<file path="config.mk">
export PLATFORM = sky130hd
export DESIGN_NAME = edge_directed_pixel_upscaler_unit
export DESIGN_NICKNAME = d
export VERILOG_FILES = /design/src/rtl/edup_pkg.sv /design/src/rtl/edup_rules.sv /design/src/rtl/edge_directed_pixel_upscaler_unit.sv
export SDC_FILE = /design/constraint.sdc
export NUM_CORES = 1
export LEC_CHECK = 0
export BUFFER_PORTS_ARGS = -buffer_cell sky130_fd_sc_hd__buf_2
export CORE_AREA = 2 2 103 105
export DETAILED_ROUTE_END_ITERATION = 16
export DIE_AREA = 0 0 105 107
export HOLD_SLACK_MARGIN = 0.05
export PLACE_DENSITY = 0.73
export SYNTH_ARGS = -nofsm -noshare
export SYNTH_HDL_FRONTEND = slang
export SYNTH_SLANG_ARGS = --single-unit
</file>
<file path="constraint.sdc">
create_clock -name clk -period 3.18 [get_ports clk]
set_input_delay 0.477 -clock clk [delete_from_list [all_inputs] [get_ports clk]]
set_output_delay 0.477 -clock clk [all_outputs]
set_load 0.02 [all_outputs]
</file>
<file path="src/rtl/edup_pkg.sv">
// Package for the edge-directed pixel upscaler: scale codes, the output block
// size and the default pixel width. No dependencies.
package edup_pkg;

  localparam int PIXEL_BITS_DEFAULT = 8;
  localparam int BLOCK_PIXELS       = 9;

  typedef logic [1:0] scale_t;

  localparam scale_t SCALE_2X    = 2'd2;
  localparam scale_t SCALE_3X    = 2'd3;
  localparam scale_t SCALE_RESET = SCALE_2X;

  // Number of columns held in the window saturates at two.
  typedef logic [1:0] col_count_t;
  localparam col_count_t WINDOW_FULL = 2'd2;

endpackage

</file>
<file path="src/rtl/edup_rules.sv">
// Corner rules and output block layout of the edge-directed upscaler.
// Depends on edup_pkg; purely combinational.
module edup_rules #(
  parameter int PIXEL_BITS = edup_pkg::PIXEL_BITS_DEFAULT
) (
  input  logic [PIXEL_BITS-1:0]                               px_b,
  input  logic [PIXEL_BITS-1:0]                               px_d,
  input  logic [PIXEL_BITS-1:0]                               px_e,
  input  logic [PIXEL_BITS-1:0]                               px_f,
  input  logic [PIXEL_BITS-1:0]                               px_h,
  input  edup_pkg::scale_t                                    scale,
  output logic [edup_pkg::BLOCK_PIXELS-1:0][PIXEL_BITS-1:0]   blk
);
  import edup_pkg::*;

  logic [PIXEL_BITS-1:0] tl, tr, bl, br;

  always_comb begin
    tl = (px_d == px_b && px_b != px_f && px_d != px_h) ? px_d : px_e;
    tr = (px_b == px_f && px_b != px_d && px_f != px_h) ? px_f : px_e;
    bl = (px_d == px_h && px_d != px_b && px_h != px_f) ? px_d : px_e;
    br = (px_h == px_f && px_d != px_h && px_b != px_f) ? px_f : px_e;
  end

  // Entries are in row-major order: index = row * 3 + column.
  always_comb begin
    blk = '0;
    if (scale == SCALE_3X) begin
      for (int i = 0; i < BLOCK_PIXELS; i++) begin
        blk[i] = px_e;
      end
      blk[0] = tl;
      blk[2] = tr;
      blk[6] = bl;
      blk[8] = br;
    end else begin
      blk[0] = tl;
      blk[1] = tr;
      blk[3] = bl;
      blk[4] = br;
    end
  end

endmodule

</file>
<file path="src/rtl/edge_directed_pixel_upscaler_unit.sv">
// Top level of the edge-directed pixel upscaler (2x and 3x corner rules).
// Depends on edup_pkg and edup_rules.
//
// Usage
// The pixel channel (pix_valid / pix_ready) takes one word per source column:
// the pixels above, at and below the current row, plus row_start, which marks
// column -1 of a new row. A row is fed from column -1 to column width, with
// the caller supplying the border pixels. The block keeps the two previous
// columns as a sliding 3x3 window; from the third word of a row onwards each
// word yields one output block on the result channel (blk_valid / blk_ready).
// In 2x mode the block is out_0_0..out_1_1 and the other fields are zero; in
// 3x mode all nine fields are used. Scale codes other than 2 or 3 give no
// block, although the window still advances.
// A block appears on the result channel at the clock edge that accepts its
// source word. Throughput is one word per cycle while the receiver does not
// stall, set by the single result register; the corner logic sits between the
// window registers and that register.
// When the receiver stalls, the held block stays put and pix_ready stays low
// for as long as a block is held and blk_ready is low, whether or not the next
// word would yield a block. Reset empties the window and the result register
// and sets the scale factor to 2x. cfg_we writes the scale factor, and should
// only be used while the block is idle.
module edge_directed_pixel_upscaler_unit #(
  parameter int PIXEL_BITS = edup_pkg::PIXEL_BITS_DEFAULT
) (
  input  logic                    clk,
  input  logic                    rst,
  input  logic                    cfg_we,
  input  edup_pkg::scale_t        cfg_wdata,
  input  logic                    pix_valid,
  output logic                    pix_ready,
  input  logic [PIXEL_BITS-1:0]   pixel_above,
  input  logic [PIXEL_BITS-1:0]   pixel_center,
  input  logic [PIXEL_BITS-1:0]   pixel_below,
  input  logic                    row_start,
  output logic                    blk_valid,
  input  logic                    blk_ready,
  output logic [PIXEL_BITS-1:0]   out_0_0,
  output logic [PIXEL_BITS-1:0]   out_0_1,
  output logic [PIXEL_BITS-1:0]   out_0_2,
  output logic [PIXEL_BITS-1:0]   out_1_0,
  output logic [PIXEL_BITS-1:0]   out_1_1,
  output logic [PIXEL_BITS-1:0]   out_1_2,
  output logic [PIXEL_BITS-1:0]   out_2_0,
  output logic [PIXEL_BITS-1:0]   out_2_1,
  output logic [PIXEL_BITS-1:0]   out_2_2
);
  import edup_pkg::*;

  // Window: index 0 above, 1 centre, 2 below.
  logic [2:0][PIXEL_BITS-1:0] left_column;
  logic [2:0][PIXEL_BITS-1:0] middle_column;
  col_count_t                 columns_seen;
  col_count_t                 seen_now;
  col_count_t                 columns_seen_next;
  scale_t                     scale_factor;

  logic [BLOCK_PIXELS-1:0][PIXEL_BITS-1:0] blk_calc;
  logic [BLOCK_PIXELS-1:0][PIXEL_BITS-1:0] blk_pix;

  logic accept;
  logic scale_ok;
  logic emit;

  // A word can enter whenever the result register is empty or being emptied.
  assign pix_ready = !blk_valid || blk_ready;
  assign accept    = pix_valid && pix_ready;

  // A row start discards whatever the window held before this word.
  assign seen_now = row_start ? '0 : columns_seen;
  assign scale_ok = (scale_factor == SCALE_2X) || (scale_factor == SCALE_3X);
  assign emit     = (seen_now == WINDOW_FULL) && scale_ok;
  assign columns_seen_next = (seen_now == WINDOW_FULL) ? WINDOW_FULL
                                                       : seen_now + col_count_t'(1);

  edup_rules #(
    .PIXEL_BITS(PIXEL_BITS)
  ) u_rules (
    .px_b  (middle_column[0]),
    .px_d  (left_column[1]),
    .px_e  (middle_column[1]),
    .px_f  (pixel_center),
    .px_h  (middle_column[2]),
    .scale (scale_factor),
    .blk   (blk_calc)
  );

  always_ff @(posedge clk) begin
    if (rst) begin
      scale_factor <= SCALE_RESET;
    end else if (cfg_we) begin
      scale_factor <= cfg_wdata;
    end
  end

  always_ff @(posedge clk) begin
    if (rst) begin
      left_column   <= '0;
      middle_column <= '0;
      columns_seen  <= '0;
    end else if (accept) begin
      left_column   <= middle_column;
      middle_column <= {pixel_below, pixel_center, pixel_above};
      columns_seen  <= columns_seen_next;
    end
  end

  always_ff @(posedge clk) begin
    if (rst) begin
      blk_valid <= 1'b0;
    end else if (accept && emit) begin
      blk_valid <= 1'b1;
    end else if (blk_ready) begin
      blk_valid <= 1'b0;
    end
  end

  always_ff @(posedge clk) begin
    if (accept && emit) begin
      blk_pix <= blk_calc;
    end
  end

  assign out_0_0 = blk_pix[0];
  assign out_0_1 = blk_pix[1];
  assign out_0_2 = blk_pix[2];
  assign out_1_0 = blk_pix[3];
  assign out_1_1 = blk_pix[4];
  assign out_1_2 = blk_pix[5];
  assign out_2_0 = blk_pix[6];
  assign out_2_1 = blk_pix[7];
  assign out_2_2 = blk_pix[8];

  // The column count saturates at two and never reaches three.
  a_count_range: assert property (@(posedge clk) disable iff (rst)
    columns_seen != 2'd3)
    else $error("column count out of range");

  // A row-start word only fills the window.
  a_row_start_quiet: assert property (@(posedge clk) disable iff (rst)
    (accept && row_start) |-> !emit)
    else $error("row start word produced a block");

  // An emitting word always leaves a valid block behind it.
  a_emit_valid: assert property (@(posedge clk) disable iff (rst)
    (accept && emit) |=> blk_valid)
    else $error("block lost after emitting word");

  // A word taken without an emit never raises the result valid.
  a_no_spurious: assert property (@(posedge clk) disable iff (rst)
    (!blk_valid && !(accept && emit)) |=> !blk_valid)
    else $error("block appeared without a source word");

endmodule
</file>
Word level (Yosys, flattened, before mapping)
Index checks and enable logic that the tools add are counted.

operators by class
  $add $sub $neg = 1
  equal/unequal tests = 13
  mux-type cells = 10
  reduce and logical (&&, ||, !) cells = 15

operators with widths
  cell                   count
  $ne A8 B8 Y1           6
  $eq A8 B8 Y1           4
  $mux W16               2
  $mux W8                4
  $logic_and A1 B1 Y1    11
  $eq A2 B2 Y1 const B   3
  $mux W2                2
  $add A2 B1 Y2 const B  1
  $logic_or A1 B1 Y1     2
  $mux W1                2
  $reduce_bool A2 Y1     1
  $logic_not A1 Y1       1

word-level totals
  flip-flop bits (word level) = 101
  output and inout bits = 74
  logic and storage cells = 54

Logic depth before layout (Yosys ltp)
  word-level depth = 5
  depth in mapped cells = 7
  mapped depth without buffers = 5

By module
Synthesis repeated with hierarchy kept, for this count alone.

unflattened totals
  cells, all modules = 386
  area, all modules = 4973.5 um^2

by module, submodules not included
  module                             instances  cells each  area each (um^2)  sequential area each (um^2)
  edge_directed_pixel_upscaler_unit  1          233         3747.3            2902.8
  edup_rules                         1          153         1226.2            0.0

Worst setup path after synthesis
No wires, ideal clock.

  path type = input to register
  start point = input blk_ready
  end point = register blk_pix (netlist bit out_0_0[0]), enable pin
  library setup time = 429 ps
  data arrival time = 2721 ps
  path slack = 30 ps
  stages = 4
  buffers on the path = 1
  path through = nand2b_1 -> and2_1 -> clkbuf_1 -> and3_1

on the way
  longest elaborated chain between the ends = 3

ends and longest elaborated chain
  item                  RTL line                                  RTL
  from (decl)           edge_directed_pixel_upscaler_unit.sv:37   input logic blk_ready,
  $logic_or A1 B1 Y1    edge_directed_pixel_upscaler_unit.sv:66   assign pix_ready = !blk_valid || blk_ready;
  $logic_and A1 B1 Y1   edge_directed_pixel_upscaler_unit.sv:67   assign accept = pix_valid && pix_ready;
  $logic_and A1 B1 Y1   edge_directed_pixel_upscaler_unit.sv:119  if (accept && emit) begin
  to (signal assigned)  edge_directed_pixel_upscaler_unit.sv:120  blk_pix <= blk_calc;
  to (decl)             edge_directed_pixel_upscaler_unit.sv:59   logic [BLOCK_PIXELS-1:0][PIXEL_BITS-1:0] blk_pix;

Every way passes these cells.
A chain may end at the register's enable or synchronous reset.

==> flow_metrics.tcl <==
set metrics [dict create \
    period_minus_slack_ns 2.53 \
    minimum_setup_slack_among_reg_to_reg_paths_ns 0.65 \
    grt_antenna_before_repair 0 \
    number_of_buffers_inserted_to_repair_setup_after_cts 0 \
    drive_gt1_share_pct 33.3 \
    post_drt_wl_per_cell_um 15.8 \
    critical-path-slowest-cell "sky130_fd_sc_hd__or4_1" \
    hold_end "scale_factor[1]" \
    path_clk_slew_ns 0.11 \
    sequence_of_cells_on_the_critical_path "xor2_1 -> nor4_1 -> nand2_1 -> or4_1 -> mux2_4" \
    fin_hold_ws_ns 0.305 \
    max_stage_delay_ns 0.83 \
    synth.cell_area_um2 4490 \
    final.setup.tns_ns 0 \
    die_height_um 107 \
    report.final.setup_viol 0 \
    detail_route.vias_per_cell 4.93 \
    io_pins 106 \
    final_cell_area_um2 5300 \
    yosysWarnings 0 \
    clock_path_buffers 2 \
    die-width_um 105 \
    n_fill_cell 933 \
    insertedDiodeCount 0 \
    synth_area_per_cell_um2 11.7 \
    place_inst 607 \
    critPathArrivalTime_ns 2.66 \
    overflow 0 \
    synthSimpleGateAreaFrac_pct 11.8 \
    tritoncts "yes" \
    power.share.combinational_pct 10.7 \
    net_switching_component_of_the_power_mw 0.650 \
    path_max_fanout 8 \
    result_of_the_run "completed" \
    worst_margin_slew_ns 0.966 \
    power.static_leakage_nw 2.30 \
    pin_count_of_the_biggest_net_entering_global_routing 44 \
    r2r.worst_path.cells 5 \
    clock_latency_late_sink_ns 0.38 \
    hpwl_mm 6.84 \
    synth_top_family_by_area "multiplexers" \
    maxSlewHeadroom_pct 35.3 \
    clock_power_share_pct 30.4 \
    cts_htree_levels 3 \
    initial_core_utilization_pct 44.5 \
    p_sw_share_pct 26.2 \
    adder_and_majority_gate_portion_of_the_synthesized_area_pct 0.557 \
    final_min_period_over_clock_period_pct 79.5 \
    worst-path-buf-inv 0 \
    clock-sinks 101 \
    final-instance-count-excl-fill 623 \
    path_class "reg -> reg" \
    min_path_type "in -> reg" \
    wirelength_mm 9.81 \
    synth_seq_cells 101 \
    cts_root_cell "sky130_fd_sc_hd__clkbuf_8" \
    worstHoldPathCells 2 \
    asyncSetResetFlopFracSynth_pct 0 \
    nets_finish 516 \
    regToRegStartpoint "left_column[14]" \
    placementRows 37 \
    powerDensity_nw_per_um2 469 \
    track_usage_pct 17.8 \
    floorplan_core_area_um2 10100 \
    post_dp_cell_area_um2 5120 \
    num_vias 3073 \
    iter_0_drt_violations 190 \
    synth_edf_count 64 \
    netlist-cell-type-count 30 \
    max-vdd-ir-drop_uv 234 \
    hold_viol_final 0 \
    final.setup_skew_ns 0.0171 \
    fmax_mhz 395 \
    report.power.total_mw 2.49 \
    sequentialPowerShare_pct 58.8 \
    grt_first_pass_wirelength_mm 15.4 \
    ctsHoldBuffers 0 \
    gpl.final_weighted_congestion 0.824 \
    layout_stage_area_growth_over_the_synthesis_result_pct 18.0 \
    synth_compound_area_share_pct 4.32 \
    drt_pass1_iterations 4 \
    yosys.area_share.xor_xnor_pct 6.24 \
    worst-endpoint-required_ns 3.31 \
    antenna_left 0 \
    yosysSeqAreaShare_pct 59.3 \
    drc_markers 0 \
    worst_path_dominant_cell_family "simple AND/OR/NAND/NOR gates" \
    holdCritStartpoint "cfg_wdata[1]" \
    io_buffer_count 105 \
    internal_power_mw 1.84 \
    post_cts_resized 0 \
    die_area_um2 11200 \
    post_synth_mux_area_share_pct 14.3 \
    max_cap_viol_count 0 \
    netlist_instances 384 \
    startpoint_types "register" \
    critical_path.endpoint_type "register" \
    yosys_most_used_dff "sky130_fd_sc_hd__edfxtp_1" \
    fin_max_slew_vios 0 \
    number_of_global_route_vias_before_repair 2949 \
    rsz0062_at_grt "false" \
    cts-buffers-inserted 9 \
    synthesis.nets 418 \
    r2r-end "out_1_0[6]" \
]
==> layer usage <==
metal / wire length [um] / global-route usage, % / up-vias
met1: 4520 / 24.1 / 1425
met2: 4580 / 28.1 / 103
li1: - / - / 1527
met4: 196 / 7.14 / 0
met3: 513 / 3.77 / 18
met5: 0 / 0 / -
==> how the worst max path moves through the flow <==
| stage | start | endpoint | slack (ns) | cells past startpoint |
|---|---|---|---|---|
| 2_1_floorplan | blk_ready | out_0_0[0] | 0.03 | 4 |
| 3_3_place_gp | pixel_center[5] | out_1_1[7] | 0.57 | 6 |
| 3_5_place_dp | pixel_center[5] | out_1_1[5] | 0.55 | 6 |
| 4_1_cts | left_column[11] | out_1_0[6] | 0.66 | 5 |
| 5_1_grt | left_column[9] | out_1_0[6] | 0.45 | 5 |
| 6_report | left_column[14] | out_1_0[6] | 0.65 | 5 |
==> synth_stat cells (2+ instances only) <==
cell                       number  area share, %
sky130_fd_sc_hd__a21oi_1       34            3.8
sky130_fd_sc_hd__and2_1         3           0.42
sky130_fd_sc_hd__buf_4          8            1.3
sky130_fd_sc_hd__clkbuf_1      15            1.3
sky130_fd_sc_hd__dfxtp_1       37             16
sky130_fd_sc_hd__edfxtp_1      64             43
sky130_fd_sc_hd__ha_1           2           0.56
sky130_fd_sc_hd__inv_1          9           0.75
sky130_fd_sc_hd__mux2_2        24            6.0
sky130_fd_sc_hd__mux2_4         8            2.7
sky130_fd_sc_hd__mux2i_1       25            5.6
sky130_fd_sc_hd__nand2_1       95            7.9
sky130_fd_sc_hd__nand2b_1       2           0.28
sky130_fd_sc_hd__nand3_1        2           0.22
sky130_fd_sc_hd__nand4_1        3           0.42
sky130_fd_sc_hd__nor2_1         3           0.25
sky130_fd_sc_hd__nor2b_1        2           0.28
sky130_fd_sc_hd__nor4_1         6           0.84
sky130_fd_sc_hd__xnor2_1        8            1.6
sky130_fd_sc_hd__xor2_1        24            4.7
==> layout make-up <==
class	instances	area [um^2]	share of cell area, %
clock buffers	9	124	2.34
clock inverters	7	56.3	1.06
inverters	9	33.8	0.637
multi-input cells	250	1670	31.5
flip-flops and latches	101	2660	50.2
well taps	136	170	3.21
repair buffers	111	583	11.0
==> placed cells by master, fill, tap and decap left out, drive strengths merged <==
cell type / synthesis / final
clkinv: 0 / 1
a211o: 1 / 1
dfxtp: 37 / 37
nor3: 1 / 1
nor4: 6 / 6
nand2b: 2 / 2
edfxtp: 64 / 64
nor3b: 1 / 1
buf: 9 / 111
xor2: 24 / 24
nand4: 3 / 3
ha: 2 / 2
nand2: 95 / 95
and2: 4 / 4
clkbuf: 15 / 9
and3: 1 / 1
o211ai: 1 / 1
clkinvlp: 0 / 3
mux2i: 25 / 25
nand3: 2 / 2
xnor2: 8 / 8
a211oi: 1 / 1
inv: 9 / 12
mux2: 32 / 32
or4: 1 / 1
nor2b: 2 / 2
nor2: 3 / 3
a21oi: 34 / 34
nand4b: 1 / 1
==> state kept, by name (all words and copies together) (netlist names) <==
signal,count
left_column,8
out_1_0,8
out_0_0,8
out_1_1,8
out_0_1,8
out_2_0,8
columns_seen,2
out_2_1,8
out_2_2,8
middle_column,24
out_0_2,8
blk_valid,1
scale_factor,2
==> kinds of logic after synthesis <==
group	after synthesis
buffers and inverters	33
XOR/XNOR	32
multiplexers	57
flip-flops	101
adder cells (fa/ha/maj)	2
AND/OR/NAND/NOR	122
AO/OA/AOI/OAI	37
==> power groups by stage <==
stage / registers, mW / logic, mW / clock network, mW
after floorplan: 1.50 / 0.172 / 0
after global placement: 1.49 / 0.261 / 0
after detailed placement: 1.49 / 0.266 / 0
after CTS: 1.46 / 0.268 / 0.769
after global routing: 1.47 / 0.292 / 0.818
final: 1.46 / 0.267 / 0.757
==> through the flow <==
step / setup WS [ns] / util (%)
after CTS: 0.663 / 52.5
after detailed placement: 0.554 / 50.7
after floorplan: 0.0297 / -
after global routing: 0.447 / 52.5
final: 0.650 / 52.5
after global placement: 0.574 / 50.7
Note: power is estimated with default switching activity, not from simulation.
